### src/design/sdec_pkg.sv
package sdec_pkg;

    localparam int WIN_LEN   = 16;
    localparam int PTR_W     = $clog2(WIN_LEN);
    localparam int MAG_W     = 16;
    localparam int SUM_W     = MAG_W + PTR_W;
    localparam int VEL_W     = 16;
    localparam int POS_W     = 32;
    localparam int CMD_W     = 16;
    localparam int CUR_W     = 15;
    localparam int DLY_W     = 16;
    localparam int THR_W     = 16;
    localparam int CFG_IDX_W = 4;
    localparam int CFG_DAT_W = 16;

    localparam logic [CUR_W-1:0] DRIVE_CURRENT_RST   = CUR_W'(1000);
    localparam logic             UP_IS_POSITIVE_RST  = 1'b1;
    localparam logic [DLY_W-1:0] STARTUP_DELAY_RST   = DLY_W'(100);
    localparam logic [THR_W-1:0] STALL_THRESHOLD_RST = THR_W'(50);

    typedef enum logic [CFG_IDX_W-1:0] {
        CFG_DRIVE_CURRENT   = CFG_IDX_W'(0),
        CFG_UP_IS_POSITIVE  = CFG_IDX_W'(1),
        CFG_STARTUP_DELAY   = CFG_IDX_W'(2),
        CFG_STALL_THRESHOLD = CFG_IDX_W'(3)
    } cfg_idx_t;

    typedef struct packed {
        logic [CUR_W-1:0] drive_current;
        logic             up_is_positive;
        logic [DLY_W-1:0] startup_delay;
        logic [THR_W-1:0] stall_threshold;
    } cfg_t;

    typedef struct packed {
        logic push;
        logic clear;
    } win_ctrl_t;

endpackage

### src/design/sdec_cfg.sv
module sdec_cfg
    import sdec_pkg::*;
(
    input  logic                 clk,
    input  logic                 rst_n,
    input  logic                 cfg_we,
    input  logic [CFG_IDX_W-1:0] cfg_index,
    input  logic [CFG_DAT_W-1:0] cfg_data,
    output cfg_t                 cfg
);

    cfg_t cfg_reg;

    always_ff @(posedge clk or negedge rst_n)
    begin
        if (!rst_n)
        begin
            cfg_reg.drive_current   <= DRIVE_CURRENT_RST;
            cfg_reg.up_is_positive  <= UP_IS_POSITIVE_RST;
            cfg_reg.startup_delay   <= STARTUP_DELAY_RST;
            cfg_reg.stall_threshold <= STALL_THRESHOLD_RST;
        end
        else if (cfg_we)
        begin
            case (cfg_idx_t'(cfg_index))
                CFG_DRIVE_CURRENT:   cfg_reg.drive_current   <= cfg_data[CUR_W-1:0];
                CFG_UP_IS_POSITIVE:  cfg_reg.up_is_positive  <= cfg_data[0];
                CFG_STARTUP_DELAY:   cfg_reg.startup_delay   <= cfg_data[DLY_W-1:0];
                CFG_STALL_THRESHOLD: cfg_reg.stall_threshold <= cfg_data[THR_W-1:0];
                default:             ;
            endcase
        end
    end

    assign cfg = cfg_reg;

endmodule

### src/design/sdec_window.sv
module sdec_window
    import sdec_pkg::*;
(
    input  logic                    clk,
    input  logic                    rst_n,
    input  logic [DLY_W-1:0]        startup_delay,
    input  logic [THR_W-1:0]        stall_threshold,
    input  logic signed [VEL_W-1:0] velocity,
    input  win_ctrl_t               ctrl,
    output logic                    stall
);

    logic [MAG_W-1:0] window_reg [WIN_LEN];
    logic [PTR_W-1:0] ptr_reg;
    logic [PTR_W-1:0] ptr_next;
    logic [SUM_W-1:0] sum_reg;
    logic [SUM_W-1:0] sum_next;
    logic [DLY_W-1:0] delay_reg;
    logic [MAG_W-1:0] mag;
    logic [SUM_W-1:0] thr_scaled;
    logic             delay_ok;

    // The absolute value of the most negative velocity fits as an unsigned entry.
    assign mag        = velocity[VEL_W-1] ? MAG_W'(-velocity) : MAG_W'(velocity);
    assign sum_next   = sum_reg - SUM_W'(window_reg[ptr_reg]) + SUM_W'(mag);
    assign ptr_next   = (ptr_reg == PTR_W'(WIN_LEN - 1)) ? '0 : ptr_reg + PTR_W'(1);
    assign thr_scaled = SUM_W'(stall_threshold) * SUM_W'(WIN_LEN);
    assign delay_ok   = (delay_reg >= startup_delay);
    assign stall      = delay_ok && (sum_next <= thr_scaled);

    always_ff @(posedge clk or negedge rst_n)
    begin
        if (!rst_n)
        begin
            for (int i = 0; i < WIN_LEN; i++)
            begin
                window_reg[i] <= '0;
            end
            ptr_reg   <= '0;
            sum_reg   <= '0;
            delay_reg <= '0;
        end
        else if (ctrl.clear)
        begin
            for (int i = 0; i < WIN_LEN; i++)
            begin
                window_reg[i] <= '0;
            end
            ptr_reg   <= '0;
            sum_reg   <= '0;
            delay_reg <= '0;
        end
        else if (ctrl.push)
        begin
            window_reg[ptr_reg] <= mag;
            ptr_reg             <= ptr_next;
            sum_reg             <= sum_next;
            if (!delay_ok)
            begin
                delay_reg <= delay_reg + DLY_W'(1);
            end
        end
    end

endmodule

### src/design/stall_detect_endstop_calibrator.sv
// The calibrator takes one item per control tick and returns one result item for each,
// at a sustained rate of one item per clock cycle while the output is not stalled. A
// result is presented after its item passes the input register, then the result register;
// the running window sum is updated as the item enters the result register. While a
// result is held off, one item waits in the input register and the input stalls. It first
// drives the joint toward the low end, then toward the high end, declaring an end found
// when the limit key is pressed or, once the start-up delay has passed, when the average
// absolute velocity over a sixteen-entry window is at or below the stall threshold. The
// window is cleared at each capture and its empty entries count as zero. Captured
// positions read as zero until their end is done.
// Write configuration only while no item is in flight; the block does not enforce it.
module stall_detect_endstop_calibrator
    import sdec_pkg::*;
(
    input  logic                    clk,
    input  logic                    rst_n,
    input  logic                    cfg_we,
    input  logic [CFG_IDX_W-1:0]    cfg_index,
    input  logic [CFG_DAT_W-1:0]    cfg_data,
    input  logic                    in_valid,
    output logic                    in_stall,
    input  logic signed [VEL_W-1:0] velocity,
    input  logic signed [POS_W-1:0] position,
    input  logic                    key_low,
    input  logic                    key_high,
    output logic                    out_valid,
    input  logic                    out_stall,
    output logic signed [CMD_W-1:0] drive_command,
    output logic                    low_done,
    output logic                    high_done,
    output logic signed [POS_W-1:0] low_position,
    output logic signed [POS_W-1:0] high_position
);

    cfg_t      cfg;
    win_ctrl_t win_ctrl;
    logic      stall;

    logic                    in_valid_reg;
    logic signed [VEL_W-1:0] velocity_reg;
    logic signed [POS_W-1:0] position_reg;
    logic                    key_low_reg;
    logic                    key_high_reg;

    logic                    low_done_reg;
    logic                    low_done_next;
    logic                    high_done_reg;
    logic                    high_done_next;
    logic signed [POS_W-1:0] low_capture_reg;
    logic signed [POS_W-1:0] low_capture_next;
    logic signed [POS_W-1:0] high_capture_reg;
    logic signed [POS_W-1:0] high_capture_next;

    logic                    out_valid_reg;
    logic signed [CMD_W-1:0] cmd_reg;
    logic signed [CMD_W-1:0] cmd_next;
    logic                    out_low_done_reg;
    logic                    out_high_done_reg;
    logic signed [POS_W-1:0] out_low_pos_reg;
    logic signed [POS_W-1:0] out_high_pos_reg;

    logic                    advance;
    logic                    fire;
    logic                    seek_low;
    logic                    seek_high;
    logic                    seeking;
    logic                    key_hit;
    logic                    capture;
    logic                    cmd_positive;
    logic signed [CMD_W-1:0] pos_cmd;

    sdec_cfg u_cfg (
        .clk       (clk),
        .rst_n     (rst_n),
        .cfg_we    (cfg_we),
        .cfg_index (cfg_index),
        .cfg_data  (cfg_data),
        .cfg       (cfg)
    );

    sdec_window u_window (
        .clk             (clk),
        .rst_n           (rst_n),
        .startup_delay   (cfg.startup_delay),
        .stall_threshold (cfg.stall_threshold),
        .velocity        (velocity_reg),
        .ctrl            (win_ctrl),
        .stall           (stall)
    );

    assign advance  = !out_valid_reg || !out_stall;
    assign fire     = in_valid_reg && advance;
    assign in_stall = in_valid_reg && !advance;

    assign seek_low     = !low_done_reg;
    assign seek_high    = low_done_reg && !high_done_reg;
    assign seeking      = seek_low || seek_high;
    assign key_hit      = seek_low ? key_low_reg : key_high_reg;
    assign capture      = seeking && (key_hit || stall);
    assign cmd_positive = (seek_high == cfg.up_is_positive);
    assign pos_cmd      = CMD_W'(cfg.drive_current);

    assign win_ctrl.push  = fire && seeking && !key_hit;
    assign win_ctrl.clear = fire && capture;

    always_comb
    begin
        low_done_next     = low_done_reg;
        high_done_next    = high_done_reg;
        low_capture_next  = low_capture_reg;
        high_capture_next = high_capture_reg;
        cmd_next          = '0;
        if (seeking && !capture)
        begin
            cmd_next = cmd_positive ? pos_cmd : -pos_cmd;
        end
        if (capture && seek_low)
        begin
            low_done_next    = 1'b1;
            low_capture_next = position_reg;
        end
        if (capture && seek_high)
        begin
            high_done_next    = 1'b1;
            high_capture_next = position_reg;
        end
    end

    always_ff @(posedge clk or negedge rst_n)
    begin
        if (!rst_n)
        begin
            in_valid_reg      <= 1'b0;
            out_valid_reg     <= 1'b0;
            low_done_reg      <= 1'b0;
            high_done_reg     <= 1'b0;
            low_capture_reg   <= '0;
            high_capture_reg  <= '0;
        end
        else
        begin
            if (in_valid && !in_stall)
            begin
                in_valid_reg <= 1'b1;
            end
            else if (advance)
            begin
                in_valid_reg <= 1'b0;
            end
            if (fire)
            begin
                out_valid_reg    <= 1'b1;
                low_done_reg     <= low_done_next;
                high_done_reg    <= high_done_next;
                low_capture_reg  <= low_capture_next;
                high_capture_reg <= high_capture_next;
            end
            else if (!out_stall)
            begin
                out_valid_reg <= 1'b0;
            end
        end
    end

    always_ff @(posedge clk)
    begin
        if (in_valid && !in_stall)
        begin
            velocity_reg <= velocity;
            position_reg <= position;
            key_low_reg  <= key_low;
            key_high_reg <= key_high;
        end
    end

    always_ff @(posedge clk or negedge rst_n)
    begin
        if (!rst_n)
        begin
            cmd_reg           <= '0;
            out_low_done_reg  <= 1'b0;
            out_high_done_reg <= 1'b0;
            out_low_pos_reg   <= '0;
            out_high_pos_reg  <= '0;
        end
        else if (fire)
        begin
            cmd_reg           <= cmd_next;
            out_low_done_reg  <= low_done_next;
            out_high_done_reg <= high_done_next;
            out_low_pos_reg   <= low_capture_next;
            out_high_pos_reg  <= high_capture_next;
        end
    end

    assign out_valid     = out_valid_reg;
    assign drive_command = cmd_reg;
    assign low_done      = out_low_done_reg;
    assign high_done     = out_high_done_reg;
    assign low_position  = out_low_pos_reg;
    assign high_position = out_high_pos_reg;

endmodule

### config.mk
export PLATFORM = sky130hd
export DESIGN_NAME = stall_detect_endstop_calibrator
export DESIGN_NICKNAME = d
export VERILOG_FILES = /design/src/design/sdec_pkg.sv /design/src/design/sdec_cfg.sv /design/src/design/sdec_window.sv /design/src/design/stall_detect_endstop_calibrator.sv
export SDC_FILE = /design/constraint.sdc
export NUM_CORES = 1
export LEC_CHECK = 0
export BUFFER_PORTS_ARGS = -buffer_cell sky130_fd_sc_hd__buf_4
export CORE_ASPECT_RATIO = 1.4
export CORE_MARGIN = 10
export CORE_UTILIZATION = 61
export DETAILED_ROUTE_END_ITERATION = 7
export HOLD_SLACK_MARGIN = 0.12
export PLACE_DENSITY = 0.85
export SLEW_MARGIN = 25
export SYNTH_ARGS = -nofsm -noshare
export SYNTH_HDL_FRONTEND = slang
export SYNTH_SLANG_ARGS = --single-unit
### constraint.sdc
create_clock -name clk -period 8.2 [get_ports clk]
set_clock_uncertainty 0.15 [all_clocks]
set_input_delay 0.82 -clock clk [delete_from_list [all_inputs] [get_ports clk]]
set_output_delay 0.82 -clock clk [all_outputs]
set_load 0.03 [all_outputs]
Word-level counts from Yosys, hierarchy flattened
Index checks and enable logic that the tools add are counted.
Word-level totals
  register bits: 478
  input port bits: 75
  word-level logic and storage cells: 114
  output and inout port bits: 84
Cells by class
  mux-type cells: 28
  bitwise logic cells: 1
  $lt $le $gt $ge: 4
  equal/unequal tests: 7
  reduce and logical (&&, ||, !) cells: 34
  $add $sub $neg: 6
Operator list (count)
  256-bit 2-to-1 mux: 2
  256-bit bitwise mux: 1
  16-bit 2-to-1 mux: 9
  16-bit binary-select mux with 4-bit select: 1
  16-bit demux with 4-bit select: 1
  32-bit 2-to-1 mux: 2
  20-bit 2-to-1 mux: 2
  20-bit by 16-bit adder with 20-bit output: 1
  20-bit less-or-equal comparator: 1
  20-bit by 16-bit subtractor with 20-bit output: 1
  16-bit by 1-bit adder with 16-bit output, second input constant: 1
  16-bit greater-or-equal comparator: 1
  15-bit negator with 16-bit output: 1
  16-bit negator: 1
  2-bit AND reduction: 7
  1-bit logical AND: 13
  4-bit 2-to-1 mux: 3
  4-bit by 2-bit equality test with 1-bit output, second input constant: 2
  1-bit logical NOT: 8
  1-bit 2-to-1 mux: 7
  5-bit greater-or-equal comparator, second input constant: 1
  5-bit by 1-bit less-than comparator with 1-bit output, second input constant: 1
  4-bit NOT with 5-bit output: 1
  4-bit by 1-bit adder with 4-bit output, second input constant: 1
  7 further kinds: 11

Logic depth before layout (Yosys ltp)
  depth in word-level cells: 13
  gate-level depth with buffers: 28
  mapped depth without buffers: 25

Cells and area by module
A second synthesis with hierarchy kept.
Unflattened totals
  cell total of the unflattened synthesis: 1926
  area total of the unflattened synthesis: 22434.0 um^2
By module, submodules not included
  sdec_window: area an instance 15562.4 um^2, cells each 1517, instances 1, sequential area each 7407.1 um^2
  stall_detect_endstop_calibrator: area an instance 4959.8 um^2, cells each 303, instances 1, sequential area each 3603.5 um^2
  sdec_cfg: area an instance 1911.8 um^2, cells each 106, instances 1, sequential area each 1217.4 um^2

Worst setup path after synthesis
No wires, ideal clock.
  kind: flip-flop to flip-flop
  from: register u_window.ptr_reg[0]
  to: register out_high_pos_reg[22], in the netlist high_position[22]
  required time: 7.925 ns
  clock period less this slack: 6.594 ns
  setup time: 0.125 ns
  arrival: 6.320 ns
  buffers on the path: 3
  slack: 1.606 ns
  stages on the path, launching flop included: 23
  cell sequence: dfrtp_1 > clkbuf_1 > buf_1 > mux4_2 > mux4_2 > inv_1 > fa_1 > ha_1 > nor2b_1 > o2111ai_1 > nand4b_1 > a211o_1 > or3_1 > a31oi_1 > xnor2_1 > ha_1 > nand4_1 > nor3_1 > o2111ai_1 > a31oi_4 > nor3b_4 > buf_2 > mux2_2
On the way
  longest elaborated chain between the ends: 12
RTL lines
  from (decl): RTL line sdec_window.sv:14  | logic [PTR_W-1:0] ptr_reg;
  from (signal assigned): RTL line sdec_window.sv:56  | ptr_reg <= ptr_next;
  4-bit NOT with 5-bit output (not written as such): RTL line sdec_window.sv:25  | assign sum_next = sum_reg - SUM_W'(window_reg[ptr_reg]) + SUM_W'(mag);
  16-bit binary-select mux with 4-bit select: RTL line sdec_window.sv:25
  16-bit 2-to-1 mux (not written as such) (2 in a row): RTL line sdec_window.sv:25
  20-bit by 16-bit subtractor with 20-bit output: RTL line sdec_window.sv:25
  20-bit by 16-bit adder with 20-bit output: RTL line sdec_window.sv:25
  20-bit less-or-equal comparator: RTL line sdec_window.sv:29  | assign stall = delay_ok && (sum_next <= thr_scaled);
  1-bit logical AND: RTL line sdec_window.sv:29
  1-bit logical OR: RTL line stall_detect_endstop_calibrator.sv:99  | assign capture = seeking && (key_hit || stall);
  1-bit logical AND: RTL line stall_detect_endstop_calibrator.sv:99
  1-bit logical AND: RTL line stall_detect_endstop_calibrator.sv:122  | if (capture && seek_high)
  2-bit AND reduction (no source line)
  to (signal assigned): RTL line stall_detect_endstop_calibrator.sv:192  | out_high_pos_reg <= high_capture_next;
  to (decl): RTL line stall_detect_endstop_calibrator.sv:60  | logic signed [POS_W-1:0] out_high_pos_reg;
No other way between the ends. The select of a mux whose other input is x is not followed.
A chain may end at the register's enable or synchronous reset.

Worst setup path in the final report
  from: register u_window.ptr_reg[0]
  to: register out_high_pos_reg[13], in the netlist high_position[13]
Same word-level chain as after synthesis.

==> impl_metrics.env <==
export IMPL_outcome="finished clean"
export IMPL_holdCritPathClass="input port to flop"
export IMPL_drc=0
export IMPL_synth_async_reset_ratio_pct=89.54
export IMPL_cts_resized_gates=0
export IMPL_fmax_ghz=0.1340
export IMPL_drv_cap=0
export IMPL_dieArea_sq_um=44560
export IMPL_grtUsageMet3_pct=3.843
export IMPL_io_pins=159
export IMPL_drt_iter0_drc=1445
export IMPL_synth_edff_count=50
export IMPL_synth_top_area_cell="dfrtp_1"
export IMPL_grt_setup_unrepaired="no"
export IMPL_drv_slew=0
export IMPL_worst_slew_pin_transition_ps=1191
export IMPL_critPathArrivalTime_ps=7760
export IMPL_fin_nets=1953
export IMPL_gr_total_overflow=0
export IMPL_synth_ff_type="dfrtp_1"
export IMPL_syn_avg_cell_area_sq_um=13.28
export IMPL_power_density_nw_per_um2=415.8
export IMPL_groute_usage_overall_pct=25.56
export IMPL_ir_drop_v=0.0003086
export IMPL_ys_ff_latch=478
export IMPL_clock_sinks=478
export IMPL_wl_um=57220
export IMPL_dpl_cell_count=2215
export IMPL_cts_buffer_depth=3
export IMPL_die_y_um=245.8
export IMPL_busiest_layer="met2"
export IMPL_drt_first_pass_iters=5
export IMPL_yosysMostFrequentCell="dfrtp_1"
export IMPL_max_slew_margin_rel_pct=20.62
export IMPL_utilization_pct=70.68
export IMPL_fin_cells=2303
export IMPL_finalCritPeriodShare_pct=90.98
export IMPL_grt_pass1_vias=16351
export IMPL_syn_nets=1823
export IMPL_fillerInstances=2296
export IMPL_crit_fanout=33
export IMPL_met2_usage_pct=45.62
export IMPL_power_frac_clock_pct=20.8
export IMPL_core_sq_um=35910
export IMPL_synth_common_cells="dfrtp_1 (415), o2bb2ai_1 (194), nand2_1 (96)"
export IMPL_r2r_start="u_window.ptr_reg[0]"
export IMPL_synth_top_area_share_pct=46.75
export IMPL_grt_max_degree=142
export IMPL_cts_root_buf="clkbuf_16"
export IMPL_fp_row_count=82
export IMPL_p_int_uw=6313
export IMPL_clk_pin_slew_ps=70
export IMPL_netSwitchingPower_uw=4240
export IMPL_htreeDepth=2
export IMPL_yosys_warnings=0
export IMPL_fp_dieW_um=181.3
export IMPL_syn_area_sq_um=22220
export IMPL_synth_area_leaders="dfrtp_1 (47%), mux4_2 (8.1%), o2bb2ai_1 (7.6%)"
export IMPL_crit_start="u_window.ptr_reg[0]"
export IMPL_placed_area_sq_um=23760
export IMPL_synth_cell_type_count=67
export IMPL_ant_nets=0
export IMPL_ys_seq_area_share_pct=55.04
export IMPL_netlist_instances=1673
export IMPL_path_class="flop to flop"
export IMPL_vias_per_cell=6.592
export IMPL_leakagePower_uw=0.01117
export IMPL_hold_viol_final=0
export IMPL_vias=15181
export IMPL_io_buffers=158
export IMPL_endpoint_kind="flop"
export IMPL_gp_congestion=0.9146
export IMPL_met1_usage_pct=29.80
export IMPL_cp_start_kind="flop"
export IMPL_sw_frac_of_total_pct=40.18
export IMPL_drive_gt1_share_pct=26.20
export IMPL_antenna_found_initial=1
export IMPL_grt_first_pass_wirelength_um=92070
export IMPL_cts_buffers_inserted=45
export IMPL_syn2layout_area_growth_pct=14.25
export IMPL_min_from="velocity[13]"
export IMPL_period_needed_ps=7461
export IMPL_setup_viol=0
export IMPL_largest_reg_flops=256
export IMPL_pwr_share_seq_pct=32.7
export IMPL_clk_insertion_delay_late_ps=570
export IMPL_power_frac_comb_pct=46.5
export IMPL_wl_per_cell_um=24.85
export IMPL_cts_tree="done"
export IMPL_postCtsSetupBuffers=0
export IMPL_crit_required_ps=8500
export IMPL_setup_tns_ps=0
export IMPL_initial_core_util_pct=61.86
export IMPL_stdcell_area_sq_um=25380
export IMPL_dp_hpwl_um=39450
[routing by layer]
layer,vias up,wire length (um)
li1,6509,-
met1,7841,20930
met2,675,30430
met3,156,3370
met4,0,2497
met5,-,0
[critical path, cell delays in order, from the launching register on]
cell       delay, ps
dfrtp_4          710
buf_12           280
mux4_2           530
mux4_2           470
inv_1            100
fa_1             400
ha_1             370
nor2b_1          160
o2111ai_1        180
nand4b_1         260
a211o_1          390
or3_1            320
a31oi_1          210
xnor2_1          120
ha_1             290
nand4_1          110
nor3_1           260
o2111ai_1        260
a31oi_4          600
nor3b_4          270
buf_4            440
mux2_2           410
[area by class of cell]
cell class	instances	area (sq um)	area share, %
Antenna cell	1	2.502	0.009859
Inverter	82	307.8	1.213
Clock buffer	59	1239	4.880
Clock inverter	25	317.8	1.252
Multi-Input combinational cell	1007	9209	36.28
Tap cell	462	578.1	2.277
Sequential cell	478	12230	48.20
Timing Repair Buffer	189	1494	5.886
[power groups by stage]
stage	combinational, uW	clock, uW	sequential, uW
final	4910	2190	3450
after global routing	5350	2310	3510
after global placement	4660	0	3420
after CTS	4880	2210	3430
after detailed placement	4850	0	3460
after floorplan	3230	0	3650
[logic make-up after synthesis]
family	share of synthesized area (%)
AO/OA/AOI/OAI	15.24
XOR/XNOR	2.163
adder cells (fa/ha/maj)	4.765
buffers and inverters	3.655
flip-flops	55.04
multiplexers	13.12
AND/OR/NAND/NOR	6.015
[worst paths after layout]
check	to	slack (ps)	cells past startpoint
setup reg to reg	high_position[13]	740	21
min in group asynchronous	u_window.window_reg[19]	600	2
hold / removal	velocity_reg[13]	270	1
max in group asynchronous	u_window.window_reg[255]	5620	4
setup / recovery	high_position[13]	740	21
hold reg to reg	u_window.window_reg[149]	340	1
[metrics by stage]
stage | worst slack [ps] | hold slack, ps | total power [uW]
floorplan | 1606 | 300.9 | 6871
global placement | 935.6 | 312.4 | 8078
detailed placement | 839.9 | 318.1 | 8302
CTS | 770.7 | 258.5 | 10520
global route | 238.3 | 260.8 | 11180
finish | 739.4 | 274.9 | 10550
[cell usage in the layout (no fill, tap or decap), types with 16 or more instances in the layout]
cell type,netlist,layout
nand3_1,22,22
fa_1,16,16
buf_4,15,183
o21ai_0,66,66
mux2_2,94,94
edfxtp_1,50,50
inv_1,82,82
mux4_2,80,80
xor2_1,25,25
o2bb2ai_1,194,194
a22o_1,77,77
nor2_1,55,54
nand2_1,96,96
a21oi_1,27,26
clkbuf_16,0,45
xnor2_1,28,28
dfrtp_1,415,412
ha_1,59,59
[what timing repair did]
item / in CTS / in global routing
endpoints found under the hold margin: 0 / 50
hold buffers: 0 / 1
endpoints found under the setup margin: 0 / 0
No activity file was read; power rests on OpenSTA's default activity.
